==> src/hw/rtl/hbcd_pkg.sv <==
// Package for the HTTP body chunk deframer: codes, constants, state and result types.
// Used by hbcd_cfg, hbcd_step and http_body_chunk_deframer_unit.
// Depends on nothing else.
package hbcd_pkg;

  // Widths of the fields.
  localparam int unsigned CountW  = 31;
  localparam int unsigned ByteW   = 8;
  localparam int unsigned DigitW  = 4;
  localparam int unsigned ModeW   = 2;
  localparam int unsigned StatusW = 2;

  // Saturation value of sizes and counts.
  localparam logic [CountW-1:0] Max31 = 31'h7FFF_FFFF;

  // Until-close store limit and size line digit limit.
  localparam logic [CountW-1:0] BodyLimit    = 31'd1048576;
  localparam logic [DigitW-1:0] MaxHexDigits = 4'd15;

  // Body framing modes; the unused code behaves as until-close.
  localparam logic [ModeW-1:0] ModeFixed   = 2'd0;
  localparam logic [ModeW-1:0] ModeChunked = 2'd1;
  localparam logic [ModeW-1:0] ModeClose   = 2'd2;

  // Status codes of a result item.
  localparam logic [StatusW-1:0] StNeedMore = 2'd0;
  localparam logic [StatusW-1:0] StComplete = 2'd1;
  localparam logic [StatusW-1:0] StNoBody   = 2'd2;
  localparam logic [StatusW-1:0] StSizeErr  = 2'd3;

  // Register indexes (word address bit 2).
  localparam logic RegMode   = 1'b0;
  localparam logic RegLength = 1'b1;

  // Characters of interest on the size line.
  localparam logic [ByteW-1:0] ChCr   = 8'h0D;
  localparam logic [ByteW-1:0] ChLf   = 8'h0A;
  localparam logic [ByteW-1:0] ChSemi = 8'h3B;

  // Parser phases.
  typedef enum logic [2:0] {
    PH_SIZE    = 3'd0,
    PH_EXT     = 3'd1,
    PH_SIZE_CR = 3'd2,
    PH_DATA    = 3'd3,
    PH_TAIL    = 3'd4,
    PH_TAIL_CR = 3'd5,
    PH_DONE    = 3'd6,
    PH_ERR     = 3'd7
  } phase_e;

  // Per-message parser state.
  typedef struct packed {
    phase_e             phase;
    logic [CountW-1:0]  size_rem;
    logic [DigitW-1:0]  digit_cnt;
    logic [CountW-1:0]  bytes_passed;
    logic               done;
  } state_t;

  // Configuration register contents.
  typedef struct packed {
    logic [ModeW-1:0]  mode;
    logic [CountW-1:0] length;
  } cfg_t;

  // One result item.
  typedef struct packed {
    logic               payload_valid;
    logic [ByteW-1:0]   payload_byte;
    logic [StatusW-1:0] status;
    logic [CountW-1:0]  payload_count;
  } result_t;

  // Hex digit decode: bit 4 marks a valid digit, bits 3:0 hold its value.
  function automatic logic [4:0] hex_value(input logic [ByteW-1:0] c);
    logic [4:0] r;
    r = 5'd0;
    if (c >= 8'h30 && c <= 8'h39) begin
      r = {1'b1, c[3:0]};
    end else if ((c >= 8'h61 && c <= 8'h66) || (c >= 8'h41 && c <= 8'h46)) begin
      r = {1'b1, c[3:0] + 4'd9};
    end
    return r;
  endfunction

endpackage

==> src/hw/rtl/http_body_chunk_deframer_unit.sv <==
// HTTP body deframer unit: input register, parser state, result register.
// Usage:
//   Body bytes enter on the s_axis stream, one item per byte; tuser set starts a new
//   message and clears the parser state (its result is all zero). Each accepted item
//   yields exactly one result item on the m_axis stream: a payload flag in tuser and
//   the payload byte, status and running payload count in tdata.
//   The APB port sets the framing mode (address 0) and the fixed body length
//   (address 4); write it only while no items are in flight.
//   An accepted item waits in the input register until the result register is free;
//   its result is then registered there and offered on the m_axis stream.
//   Throughput is one item per cycle while the receiver takes results: the state update
//   is a single pass of short logic between the input register and the result register.
//   When the receiver stalls, the result register holds and the input register
//   takes one more item; after that s_axis_tready_o falls until the result drains.
//   Reset clears both registers' valid flags, the parser state and the
//   configuration (fixed-length mode, length zero).
// Depends on hbcd_pkg, hbcd_cfg and hbcd_step.
module http_body_chunk_deframer_unit (
  input  logic        clk_i,
  input  logic        rst_ni,
  // Input stream
  input  logic        s_axis_tvalid_i,
  output logic        s_axis_tready_o,
  input  logic [7:0]  s_axis_tdata_i,   // [7:0] data_byte
  input  logic        s_axis_tuser_i,   // [0] cmd
  // Result stream
  output logic        m_axis_tvalid_o,
  input  logic        m_axis_tready_i,
  output logic [47:0] m_axis_tdata_o,   // [7:0] payload_byte, [9:8] status,
                                        // [40:10] payload_count, [47:41] zero
  output logic        m_axis_tuser_o,   // [0] payload_valid
  // Configuration port
  input  logic        psel,
  input  logic        penable,
  input  logic        pwrite,
  input  logic [2:0]  paddr,
  input  logic [31:0] pwdata,
  output logic [31:0] prdata,
  output logic        pready
);

  hbcd_pkg::cfg_t      cfg;
  hbcd_pkg::state_t    state_q, state_d;
  hbcd_pkg::result_t   res_d, res_q;
  logic                in_vld_q;
  logic                in_cmd_q;
  logic [7:0]          in_byte_q;
  logic                out_vld_q;
  logic                adv;

  hbcd_cfg u_cfg (
    .clk_i   (clk_i),
    .rst_ni  (rst_ni),
    .psel    (psel),
    .penable (penable),
    .pwrite  (pwrite),
    .paddr   (paddr),
    .pwdata  (pwdata),
    .prdata  (prdata),
    .pready  (pready),
    .cfg_o   (cfg)
  );

  hbcd_step u_step (
    .cmd_i    (in_cmd_q),
    .byte_i   (in_byte_q),
    .cfg_i    (cfg),
    .state_i  (state_q),
    .state_o  (state_d),
    .result_o (res_d)
  );

  // The held item moves on when the result register is empty or being emptied.
  assign adv             = in_vld_q & (~out_vld_q | m_axis_tready_i);
  assign s_axis_tready_o = ~in_vld_q | adv;

  // Input register.
  always_ff @(posedge clk_i or negedge rst_ni) begin
    if (!rst_ni) begin
      in_vld_q <= 1'b0;
    end else if (s_axis_tvalid_i && s_axis_tready_o) begin
      in_vld_q <= 1'b1;
    end else if (adv) begin
      in_vld_q <= 1'b0;
    end
  end

  always_ff @(posedge clk_i) begin
    if (s_axis_tvalid_i && s_axis_tready_o) begin
      in_cmd_q  <= s_axis_tuser_i;
      in_byte_q <= s_axis_tdata_i;
    end
  end

  // Parser state and result valid flag.
  always_ff @(posedge clk_i or negedge rst_ni) begin
    if (!rst_ni) begin
      state_q   <= '{phase: hbcd_pkg::PH_SIZE, default: '0};
      out_vld_q <= 1'b0;
    end else if (adv) begin
      state_q   <= state_d;
      out_vld_q <= 1'b1;
    end else if (m_axis_tready_i) begin
      out_vld_q <= 1'b0;
    end
  end

  // Result payload register.
  always_ff @(posedge clk_i) begin
    if (adv) begin
      res_q <= res_d;
    end
  end

  assign m_axis_tvalid_o = out_vld_q;
  assign m_axis_tuser_o  = res_q.payload_valid;
  assign m_axis_tdata_o  = {7'd0, res_q.payload_count, res_q.status, res_q.payload_byte};

endmodule

==> src/hw/rtl/hbcd_cfg.sv <==
// APB-style configuration registers of the deframer: body mode and body length.
// Depends on hbcd_pkg.
module hbcd_cfg (
  input  logic                clk_i,
  input  logic                rst_ni,
  input  logic                psel,
  input  logic                penable,
  input  logic                pwrite,
  input  logic [2:0]          paddr,
  input  logic [31:0]         pwdata,
  output logic [31:0]         prdata,
  output logic                pready,
  output hbcd_pkg::cfg_t      cfg_o
);

  hbcd_pkg::cfg_t cfg_q, cfg_d;
  logic           wr_en;

  assign pready = 1'b1;
  assign wr_en  = psel & penable & pwrite & pready;

  // Register write decode on the word address.
  always_comb begin
    cfg_d = cfg_q;
    if (wr_en) begin
      case (paddr[2])
        hbcd_pkg::RegMode:   cfg_d.mode   = pwdata[hbcd_pkg::ModeW-1:0];
        hbcd_pkg::RegLength: cfg_d.length = pwdata[hbcd_pkg::CountW-1:0];
        default:             cfg_d = cfg_q;
      endcase
    end
  end

  always_ff @(posedge clk_i or negedge rst_ni) begin
    if (!rst_ni) begin
      cfg_q <= '0;
    end else begin
      cfg_q <= cfg_d;
    end
  end

  // Read back.
  always_comb begin
    case (paddr[2])
      hbcd_pkg::RegMode:   prdata = {30'd0, cfg_q.mode};
      hbcd_pkg::RegLength: prdata = {1'b0, cfg_q.length};
      default:             prdata = 32'd0;
    endcase
  end

  assign cfg_o = cfg_q;

endmodule

==> src/hw/rtl/hbcd_step.sv <==
// Per-item next-state and result logic of the deframer for all three framing modes.
// Depends on hbcd_pkg.
module hbcd_step (
  input  logic                       cmd_i,
  input  logic [hbcd_pkg::ByteW-1:0] byte_i,
  input  hbcd_pkg::cfg_t             cfg_i,
  input  hbcd_pkg::state_t           state_i,
  output hbcd_pkg::state_t           state_o,
  output hbcd_pkg::result_t          result_o
);

  logic [4:0] hv;

  assign hv = hbcd_pkg::hex_value(byte_i);

  always_comb begin
    hbcd_pkg::phase_e             ph;
    logic                         fin;
    logic                         eol;
    logic                         by_cr;
    logic [hbcd_pkg::CountW-1:0]  bp_inc;
    hbcd_pkg::state_t             nxt;
    hbcd_pkg::result_t            res;

    nxt    = state_i;
    res    = '0;
    ph     = state_i.phase;
    fin    = 1'b0;
    eol    = 1'b0;
    by_cr  = 1'b0;
    bp_inc = state_i.bytes_passed + 31'd1;

    if (cmd_i) begin
      // New message: clear everything, registers are kept.
      nxt.phase        = hbcd_pkg::PH_SIZE;
      nxt.size_rem     = '0;
      nxt.digit_cnt    = '0;
      nxt.bytes_passed = '0;
      nxt.done         = 1'b0;
    end else if (state_i.done) begin
      res.status = hbcd_pkg::StComplete;
    end else if (cfg_i.mode == hbcd_pkg::ModeChunked) begin
      // Phases that may hand the byte on to a later phase.
      if (ph == hbcd_pkg::PH_SIZE_CR) begin
        if (byte_i == hbcd_pkg::ChLf) begin
          nxt.phase = hbcd_pkg::PH_DATA;
          fin       = 1'b1;
        end else begin
          ph = hbcd_pkg::PH_DATA;
        end
      end
      if (!fin && ph == hbcd_pkg::PH_DATA) begin
        if (state_i.size_rem != '0) begin
          res.payload_valid = 1'b1;
          if (state_i.bytes_passed != hbcd_pkg::Max31) begin
            nxt.bytes_passed = bp_inc;
          end
          nxt.size_rem = state_i.size_rem - 31'd1;
          nxt.phase    = (state_i.size_rem == 31'd1) ? hbcd_pkg::PH_TAIL : hbcd_pkg::PH_DATA;
          fin          = 1'b1;
        end else begin
          ph = hbcd_pkg::PH_TAIL;
        end
      end
      if (!fin && ph == hbcd_pkg::PH_TAIL) begin
        if (byte_i == hbcd_pkg::ChCr) begin
          nxt.phase = hbcd_pkg::PH_TAIL_CR;
          fin       = 1'b1;
        end else if (byte_i == hbcd_pkg::ChLf) begin
          nxt.phase = hbcd_pkg::PH_SIZE;
          fin       = 1'b1;
        end else begin
          ph = hbcd_pkg::PH_SIZE;
        end
      end
      if (!fin && ph == hbcd_pkg::PH_TAIL_CR) begin
        if (byte_i == hbcd_pkg::ChLf) begin
          nxt.phase = hbcd_pkg::PH_SIZE;
          fin       = 1'b1;
        end else begin
          ph = hbcd_pkg::PH_SIZE;
        end
      end
      // Phases that consume the byte for good.
      if (!fin) begin
        nxt.phase = ph;
        case (ph)
          hbcd_pkg::PH_SIZE: begin
            if (byte_i == hbcd_pkg::ChCr) begin
              eol   = 1'b1;
              by_cr = 1'b1;
            end else if (byte_i == hbcd_pkg::ChLf) begin
              eol = 1'b1;
            end else if (byte_i == hbcd_pkg::ChSemi) begin
              nxt.phase = hbcd_pkg::PH_EXT;
            end else if (hv[4] && state_i.digit_cnt < hbcd_pkg::MaxHexDigits) begin
              // Shift in one digit, saturating at the 31-bit maximum.
              if (state_i.size_rem[30:27] != 4'd0) begin
                nxt.size_rem = hbcd_pkg::Max31;
              end else begin
                nxt.size_rem = {state_i.size_rem[26:0], hv[3:0]};
              end
              nxt.digit_cnt = state_i.digit_cnt + 4'd1;
            end
          end
          hbcd_pkg::PH_EXT: begin
            eol = (byte_i == hbcd_pkg::ChLf);
          end
          hbcd_pkg::PH_ERR: begin
            res.status = hbcd_pkg::StSizeErr;
          end
          default: begin
            nxt.done   = 1'b1;
            res.status = hbcd_pkg::StComplete;
          end
        endcase
        // End of a size line.
        if (eol) begin
          if (state_i.digit_cnt == '0) begin
            nxt.phase  = hbcd_pkg::PH_ERR;
            res.status = hbcd_pkg::StSizeErr;
          end else begin
            nxt.digit_cnt = '0;
            if (nxt.size_rem == '0) begin
              nxt.phase  = hbcd_pkg::PH_DONE;
              nxt.done   = 1'b1;
              res.status = hbcd_pkg::StComplete;
            end else begin
              nxt.phase = by_cr ? hbcd_pkg::PH_SIZE_CR : hbcd_pkg::PH_DATA;
            end
          end
        end
      end
    end else if (cfg_i.mode == hbcd_pkg::ModeFixed) begin
      // Fixed content length.
      if (cfg_i.length == '0) begin
        nxt.done   = 1'b1;
        res.status = hbcd_pkg::StNoBody;
      end else if (state_i.bytes_passed < cfg_i.length) begin
        res.payload_valid = 1'b1;
        nxt.bytes_passed  = bp_inc;
        if (bp_inc >= cfg_i.length) begin
          nxt.done   = 1'b1;
          res.status = hbcd_pkg::StComplete;
        end
      end else begin
        nxt.done   = 1'b1;
        res.status = hbcd_pkg::StComplete;
      end
    end else begin
      // Until connection close; bytes beyond the limit are dropped.
      if (state_i.bytes_passed < hbcd_pkg::BodyLimit) begin
        res.payload_valid = 1'b1;
        nxt.bytes_passed  = bp_inc;
      end
    end

    res.payload_byte  = res.payload_valid ? byte_i : '0;
    res.payload_count = nxt.bytes_passed;
    state_o           = nxt;
    result_o          = res;
  end

endmodule
==> config.mk <==
export PLATFORM = sky130hd
export DESIGN_NAME = http_body_chunk_deframer_unit
export DESIGN_NICKNAME = d
export VERILOG_FILES = /design/src/hw/rtl/hbcd_pkg.sv /design/src/hw/rtl/http_body_chunk_deframer_unit.sv /design/src/hw/rtl/hbcd_cfg.sv /design/src/hw/rtl/hbcd_step.sv
export SDC_FILE = /design/constraint.sdc
export NUM_CORES = 1
export LEC_CHECK = 0
export BUFFER_PORTS_ARGS = -buffer_cell sky130_fd_sc_hd__buf_2
export CORE_UTILIZATION = 60
export CTS_BUF_LIST = sky130_fd_sc_hd__clkbuf_4 sky130_fd_sc_hd__clkbuf_8 sky130_fd_sc_hd__clkbuf_16
export CTS_CLUSTER_DIAMETER = 40
export DETAILED_ROUTE_END_ITERATION = 10
export GPL_TIMING_DRIVEN = 0
export PLACE_DENSITY = 0.93
export SYNTH_ARGS = -nofsm -noshare
export SYNTH_HDL_FRONTEND = slang
export SYNTH_SLANG_ARGS = --single-unit
==> constraint.sdc <==
create_clock -name clk_i -period 5.6 [get_ports clk_i]
set_input_delay 0.56 -clock clk_i [delete_from_list [all_inputs] [get_ports clk_i]]
set_output_delay 0.56 -clock clk_i [all_outputs]
set_load 0.02 [all_outputs]
==> flow_metrics.env, run 1 <==
export IMPL_synth_top_cell_area_share_pct=22.7
export IMPL_cpMostUsedCell="nor3_1"
export IMPL_p_leak_uw=0.00588
export IMPL_path_cells="clkbuf_1 > nand3_1 > nor3_1 > and3_1 > nand3_1 > nor2_1 > xnor2_1 > inv_1 > ha_1 > nand2_1 > nor4_1 > o21ai_0 > a311oi_1 > nor3_1 > a21boi_0 > nor3_1 > a211oi_1"
export IMPL_pin_count=135
export IMPL_max_slew_margin_pct=23.8
export IMPL_yosysMostFrequentCell="dfrtp_1"
export IMPL_htreeDepth=4
export IMPL_drive_gt1_share_pct=16.6
export IMPL_die_w_microns=141
export IMPL_core_area_sq_um=18800
export IMPL_max_freq_mhz=180
export IMPL_final_util_pct=70.0
export IMPL_crit_slowest_cell="nor3_1"
export IMPL_numPlacedInstances=1695
export IMPL_rows=50
export IMPL_tightest_slew_ns=1.14
export IMPL_routedWlPerCell_microns=22.5
export IMPL_remaining_drc_errors=0
export IMPL_worstSkewPairLatency_ns=0.45
export IMPL_hold_slack_ns=0.126
export IMPL_cts_made_buffers=17
export IMPL_cp_end_kind="flop"
export IMPL_synth_area_sq_um=11600
export IMPL_clk_pin_slew_ns=0.07
export IMPL_grt_pass1_wl_microns=60600
export IMPL_grt_pass1_vias=11300
export IMPL_post_route_cell_area_sq_um=13200
export IMPL_synth_area_per_cell_sq_um=8.88
export IMPL_worstPathArrival_ns=5.81
export IMPL_ctsLongestPathBuffers=2
export IMPL_seqCellArea_sq_um=4160
export IMPL_finalCritPeriodShare_pct=99.4
export IMPL_crit_type="flop to flop"
export IMPL_yosysUniqueCellTypes=85
export IMPL_first_iter_violations=1437
export IMPL_maxSlewViolCount=0
export IMPL_min_path_type="primary input to asynchronous set/reset pin"
export IMPL_synth_top_area_cell="dfrtp_1"
export IMPL_period_needed_ns=5.57
export IMPL_cp_start_kind="flop"
export IMPL_dpl_cell_area_sq_um=12600
export IMPL_multi_input_area_sq_um=6790
export IMPL_worstPathMaxFanout=10
export IMPL_yosys_warnings=0
export IMPL_place_congestion=1.06
export IMPL_pre_cts_ws_ns=0.371
export IMPL_reg2reg_from="state_q[3]"
export IMPL_synth_area_top_cells="dfrtp_1 (23%), edfxtp_1 (13%), ha_1 (7.7%)"
export IMPL_slowest_delay_ns=0.79
export IMPL_grt_max_degree=66
export IMPL_start_util_pct=61.5
export IMPL_wl_microns=38800
export IMPL_synthCells=1304
export IMPL_finalHoldViolCount=0
export IMPL_r2r_slack_ns=0.03
export IMPL_clock_sinks=156
export IMPL_r2r_end="m_axis_tdata_o[8]"
export IMPL_cap_violations=0
export IMPL_fin_nets=1576
export IMPL_required_ns=5.84
export IMPL_synthArstFlopShare_pct=67.3
export IMPL_reg2reg_depth=17
export IMPL_cts_root_buf="clkbuf_16"
export IMPL_critical_path_buf_inv_count=2
export IMPL_synth_edff_count=51
export IMPL_fill_cells=1375
export IMPL_via_count=11800
export IMPL_yosys_most_used_dff="dfrtp_1"
export IMPL_ir_drop_mv=0.401
export IMPL_drt_first_pass_iters=8
export IMPL_vias_per_cell=6.81
export IMPL_grt_overflow=0
export IMPL_rsz0062_at_grt="no"
export IMPL_ys_ff_latch=156
export IMPL_port_buffers=122
export IMPL_antenna_left=0
export IMPL_dieArea_sq_um=19800
export IMPL_chipHeight_microns=141
export IMPL_synth_common_cells="dfrtp_1 (105), nand2_1 (101), nor2_1 (82), clkbuf_1 (78), o21ai_0 (77)"
export IMPL_area_growth_syn_to_layout_pct=13.9
export IMPL_finalClockSkew_ns=0.0136
export IMPL_grt_usage_pct=39.9
export IMPL_status="completed"
export IMPL_path_delay_family="simple AND/OR/NAND/NOR gates"
export IMPL_layout_cells_non_filler=1727
export IMPL_setup_slack_ns=0.0326
export IMPL_finalSetupViolCount=0
export IMPL_hpwl_microns=27600
export IMPL_ys_seq_area_share_pct=35.9
export IMPL_grt_antenna_before_repair=0
export IMPL_power_density_nw_per_um2=446
export IMPL_tritoncts="yes"
export IMPL_n_antenna_cell=0
## per-stage QoR
| step | TNS [ns] | total power [uW] |
|---|---|---|
| 4_1_cts | 0 | 5740 |
| 2_1_floorplan | 0 | 3610 |
| 5_1_grt | 0 | 6130 |
| 3_5_place_dp | 0 | 4510 |
| 3_3_place_gp | -0.0588 | 4470 |
| 6_report | 0 | 5880 |
## area by class of cell
| type | count | area share, % |
|---|---|---|
| Tap cell | 260 | 2.47 |
| Multi-Input combinational cell | 995 | 51.5 |
| Buffer | 99 | 3.27 |
| Clock inverter | 12 | 0.911 |
| Sequential cell | 156 | 31.5 |
| Inverter | 61 | 1.75 |
| Timing Repair Buffer | 124 | 4.90 |
| Clock buffer | 20 | 3.66 |
## timing repair
item	CTS	global route
hold buffers	0	0
setup buffers	0	0
endpoints found under the setup margin	0	1
hold endpoints to repair	0	0
gates resized for setup	0	1
## worst max-delay path by stage
stage / startpoint / endpoint / slack, ns / cells past startpoint
after floorplan: state_q[5] / m_axis_tdata_o[8] / 1.51 / 17
after global placement: state_q[3] / m_axis_tdata_o[8] / -0.06 / 17
after detailed placement: state_q[3] / m_axis_tdata_o[8] / 0.37 / 17
after CTS: state_q[3] / m_axis_tdata_o[8] / 0.31 / 18
after global routing: state_q[3] / m_axis_tdata_o[8] / 0.02 / 17
final: state_q[3] / m_axis_tdata_o[8] / 0.03 / 17
## cells in the final DEF (no fill, tap or decap), types with 7 or more instances in the layout
master	n
a21o_1	22
buf_2	128
mux2_2	38
xnor2_1	37
edfxtp_1	51
o211ai_1	23
ha_1	71
nor3_1	33
nand2b_1	8
and2_1	45
and3_1	16
clkbuf_1	78
o311ai_0	12
buf_4	11
a31o_2	7
dfrtp_1	105
nand2_1	101
mux2i_1	7
or3_1	20
a31oi_1	12
o21ai_0	77
inv_1	59
a21oi_1	69
or4_1	18
clkbuf_16	19
or2_2	9
nand3_1	46
nor2b_1	11
nor2_1	82
conb_1	9
o41ai_1	7
o21a_1	12
nor4_1	31
nand4_1	30
xor2_1	24
## kinds of logic after synthesis
family	share of synthesized area (%)
other	0.0649
adder cells (fa/ha/maj)	7.68
flip-flops	35.9
AO/OA/AOI/OAI	18.9
buffers and inverters	5.71
multiplexers	4.30
AND/OR/NAND/NOR	22.8
XOR/XNOR	4.62
## worst register-to-register path, stage by stage, from the launching register on
cell	delay (ns)
dfrtp_1	0.39
clkbuf_1	0.39
nand3_1	0.34
nor3_1	0.79
and3_1	0.32
nand3_1	0.27
nor2_1	0.25
xnor2_1	0.27
inv_1	0.10
ha_1	0.31
nand2_1	0.10
nor4_1	0.28
o21ai_0	0.16
a311oi_1	0.40
nor3_1	0.16
a21boi_0	0.39
nor3_1	0.09
a211oi_1	0.34
## report_power, final
group	total [uW]	internal (uW)	leakage, uW	switching, uW
Combinational	3010	1010	0.00370	2000
Sequential	1650	1390	0.00189	261
Clock	1220	681	0.000298	539
## sequential cells by signal, indices dropped and copies added, names as in the netlist
signal / flops
in_byte_q: 8
in_cmd_q: 1
state_q: 70
m_axis_tdata_o: 41
m_axis_tuser_o: 1
m_axis_tvalid_o: 1
u_cfg.cfg_o: 33
in_vld_q: 1
## layer usage
layer / GRT usage [%] / routed length, microns
met1: 46.9 / 13900
met2: 64.3 / 17900
met3: 10.2 / 4140
met4: 27.5 / 2800
met5: 0 / 0
Note: power is estimated with default switching activity, not from simulation.
==> run 2: changes to the inputs <==
- ABC_AREA: not set -> 1
- PLACE_DENSITY: 0.93 -> 0.92
==> flow_metrics.env, run 2 <==
export IMPL_clk_pin_slew_ns=0.08
export IMPL_first_iter_violations=1660
export IMPL_power_frac_clock_pct=14.2
export IMPL_place_congestion=1.01
export IMPL_ctsLongestPathBuffers=2
export IMPL_pwr_share_comb_pct=61.7
export IMPL_final_cell_mix="nand2_1 (494), inv_1 (230), nor2_1 (186), o21ai_0 (139), a21oi_1 (132)"
export IMPL_ir_drop_mv=0.328
export IMPL_min_path_type="primary input to asynchronous set/reset pin"
export IMPL_p_leak_uw=0.00736
export IMPL_grt_max_degree=64
export IMPL_synth_area_top_cells="dfrtp_1 (21%), nand2_1 (15%), edfxtp_1 (12%)"
export IMPL_grt_pass1_wl_microns=71100
export IMPL_yosys_warnings=0
export IMPL_hpwl_microns=34800
export IMPL_rsz0062_at_grt="no"
export IMPL_yosysUniqueCellTypes=55
export IMPL_use_met2_pct=63.1
export IMPL_worstPathArrival_ns=5.23
export IMPL_seqCellArea_sq_um=4160
export IMPL_use_met3_pct=11.7
export IMPL_finalClockSkew_ns=0.0171
export IMPL_power_density_nw_per_um2=589
export IMPL_status="completed"
export IMPL_area_growth_syn_to_layout_pct=12.7
export IMPL_pre_cts_ws_ns=0.825
export IMPL_synth_area_per_cell_sq_um=6.86
export IMPL_p_seq_share_pct=24.0
export IMPL_synth_area_sq_um=12700
export IMPL_grt_overflow=0
export IMPL_via_count=14000
export IMPL_max_slew_margin_pct=16.2
export IMPL_grt_pass1_vias=13100
export IMPL_pin_count=135
export IMPL_grt_usage_pct=42.6
export IMPL_synth_top_cell_area_share_pct=20.8
export IMPL_final_common_cell="nand2_1"
export IMPL_dieArea_sq_um=21700
export IMPL_cts_setup_buffers=0
export IMPL_critical_path_buf_inv_count=2
export IMPL_htreeDepth=4
export IMPL_drt_first_pass_iters=8
export IMPL_finalHoldViolCount=0
export IMPL_fin_nets=2115
export IMPL_cp_start_kind="flop"
export IMPL_ys_seq_area_share_pct=32.9
export IMPL_worstSkewPairLatency_ns=0.45
export IMPL_required_ns=5.86
export IMPL_core_area_sq_um=20400
export IMPL_switching_power_uw=4680
export IMPL_finalSetupTns_ns=0
export IMPL_largest_reg_flops=70
export IMPL_cap_violations=0
export IMPL_cpMostUsedCell="nand3_1"
export IMPL_slowest_delay_ns=0.58
export IMPL_port_buffers=121
export IMPL_cp_end_kind="flop"
export IMPL_path_cells="ha_1 > nand3_1 > nor2_2 > inv_2 > nor2_4 > nand3_1 > nor4_1 > nand4_1 > nor2_1 > nand3_1 > nor2_1 > nand2_1 > xor2_1 > inv_1 > ha_1 > nand2_1 > nor4_1 > and3_1 > a221oi_1 > nand3_1 > a21oi_1 > nand3_1 > a21oi_1 > a21oi_1"
export IMPL_tritoncts="yes"
export IMPL_synthArstFlopShare_pct=67.3
export IMPL_cts_hold_buf=0
export IMPL_synthCells=1845
export IMPL_grt_antenna_before_repair=0
export IMPL_sw_frac_of_total_pct=55.7
export IMPL_path_delay_family="simple AND/OR/NAND/NOR gates"
export IMPL_worstPathMaxFanout=8
export IMPL_chipHeight_microns=147
export IMPL_yosysMostFrequentCell="nand2_1"
export IMPL_period_needed_ns=4.97
export IMPL_maxSlewViolCount=0
export IMPL_routedWlPerCell_microns=20.0
export IMPL_synth_edff_count=51
export IMPL_finalCritPeriodShare_pct=88.8
export IMPL_cts_root_buf="clkbuf_16"
export IMPL_synth_common_cells="nand2_1 (494), inv_1 (230), nor2_1 (186), o21ai_0 (139), a21oi_1 (132)"
export IMPL_antenna_left=0
export IMPL_cts_resized=0
export IMPL_yosys_most_used_dff="dfrtp_1"
export IMPL_die_w_microns=147
export IMPL_rows=52
export IMPL_use_met1_pct=59.4
export IMPL_multi_input_area_sq_um=7200
export IMPL_intPower_uw=3720
export IMPL_drive_gt1_share_pct=11.9
export IMPL_n_antenna_cell=0
export IMPL_fill_cells=1759
export IMPL_synth_top_area_cell="dfrtp_1"
export IMPL_crit_type="flop to flop"
export IMPL_start_util_pct=61.9
export IMPL_remaining_drc_errors=0
export IMPL_tightest_slew_ns=1.24
export IMPL_setup_slack_ns=0.626
export IMPL_cts_made_buffers=17
export IMPL_crit_slowest_cell="dfrtp_1"
export IMPL_max_freq_mhz=201
export IMPL_gr_max_usage_layer="met2"
export IMPL_wl_microns=45500
export IMPL_clock_sinks=156
export IMPL_regMostFlops="state_q"
export IMPL_finalSetupViolCount=0
export IMPL_vias_per_cell=6.16
export IMPL_ys_ff_latch=156
==> run 2: changes by cell type in the layout (fill, tap and decap cells not counted), moves of 20 or more <==
| cell | delta |
|---|---|
| nand2_1 | +393 |
| inv_1 | +171 |
| nor2_1 | +104 |
| a21oi_1 | +63 |
| o21ai_0 | +62 |
| and2_1 | -41 |
| nand3_1 | +40 |
| mux2_2 | -38 |
| xnor2_1 | -35 |
| clkbuf_1 | -31 |
| a21o_1 | -22 |
| or3_1 | -20 |
==> run 2: path summary, 6_finish.rpt <==
kind,endpoint,cells after the start,slack [ns],from
min in group clk_i,in_byte_q[7],1,0.28,s_axis_tdata_i[7]
max in group asynchronous,state_q[28],2,4.71,rst_ni
max,m_axis_tdata_o[8],24,0.63,state_q[2]
min,u_cfg.cfg_o[4],1,0.12,rst_ni
max reg2reg,m_axis_tdata_o[8],24,0.63,state_q[2]
min reg2reg,u_cfg.cfg_o[31],2,0.54,u_cfg.cfg_o[31]
==> run 2: worst register-to-register path: stages, from the launching register on <==
cell      delay (ns)
dfrtp_1         0.58
ha_1            0.30
nand3_1         0.13
nor2_2          0.15
inv_2           0.08
nor2_4          0.12
nand3_1         0.14
nor4_1          0.39
nand4_1         0.18
nor2_1          0.17
nand3_1         0.12
nor2_1          0.12
nand2_1         0.07
xor2_1          0.19
inv_1           0.10
ha_1            0.30
nand2_1         0.07
nor4_1          0.47
and3_1          0.27
a221oi_1        0.08
nand3_1         0.12
a21oi_1         0.07
nand3_1         0.18
a21oi_1         0.09
a21oi_1         0.29
==> run 2: kinds of logic after synthesis <==
logic type,Yosys count,synth area share [%]
and+or+nand+nor,882,30.0
buffers and inverters,321,10.5
xor gates and xnor gates,40,2.77
other,2,0.0593
DFF,156,32.9
AOI/OAI and AO/OA,373,16.9
adders and majority gates,71,7.02
==> run 2: power groups by stage <==
stage	clock [uW]	sequential, uW	combinational [uW]
3_5_place_dp	0	2010	4970
4_1_cts	1180	1990	5010
6_report	1200	2020	5190
3_3_place_gp	0	2000	4850
5_1_grt	1230	2040	5700
2_1_floorplan	0	1960	3470
==> run 2: stage by stage <==
stage	utilization [%]	hold WS, ns	cell area [sq um]	std cells	total power (uW)
after floorplan	-	0.264	12700	1852	5430
after global placement	66.7	0.500	13600	2243	6850
after detailed placement	66.8	0.520	13700	2244	6980
after CTS	69.8	0.152	14300	2276	8190
after global routing	69.8	0.167	14300	2276	8970
final	69.8	0.125	14300	2276	8400
==> run 2: area by class of cell <==
class	instances	area share, %
plain buffers	80	2.94
clock buffers	17	2.98
clock inverters	15	1.26
inverters	241	6.35
multi-input cells	1375	50.5
flip-flops and latches	156	29.2
well taps	270	2.37
repair buffers	122	4.46
==> run 2: routing by layer <==
layer  up-vias  part of all wire [%]
li1       6405                     -
met1      6471                    40
met2       982                    43
met3       171                    13
met4         0                   3.5
met5         -                     0
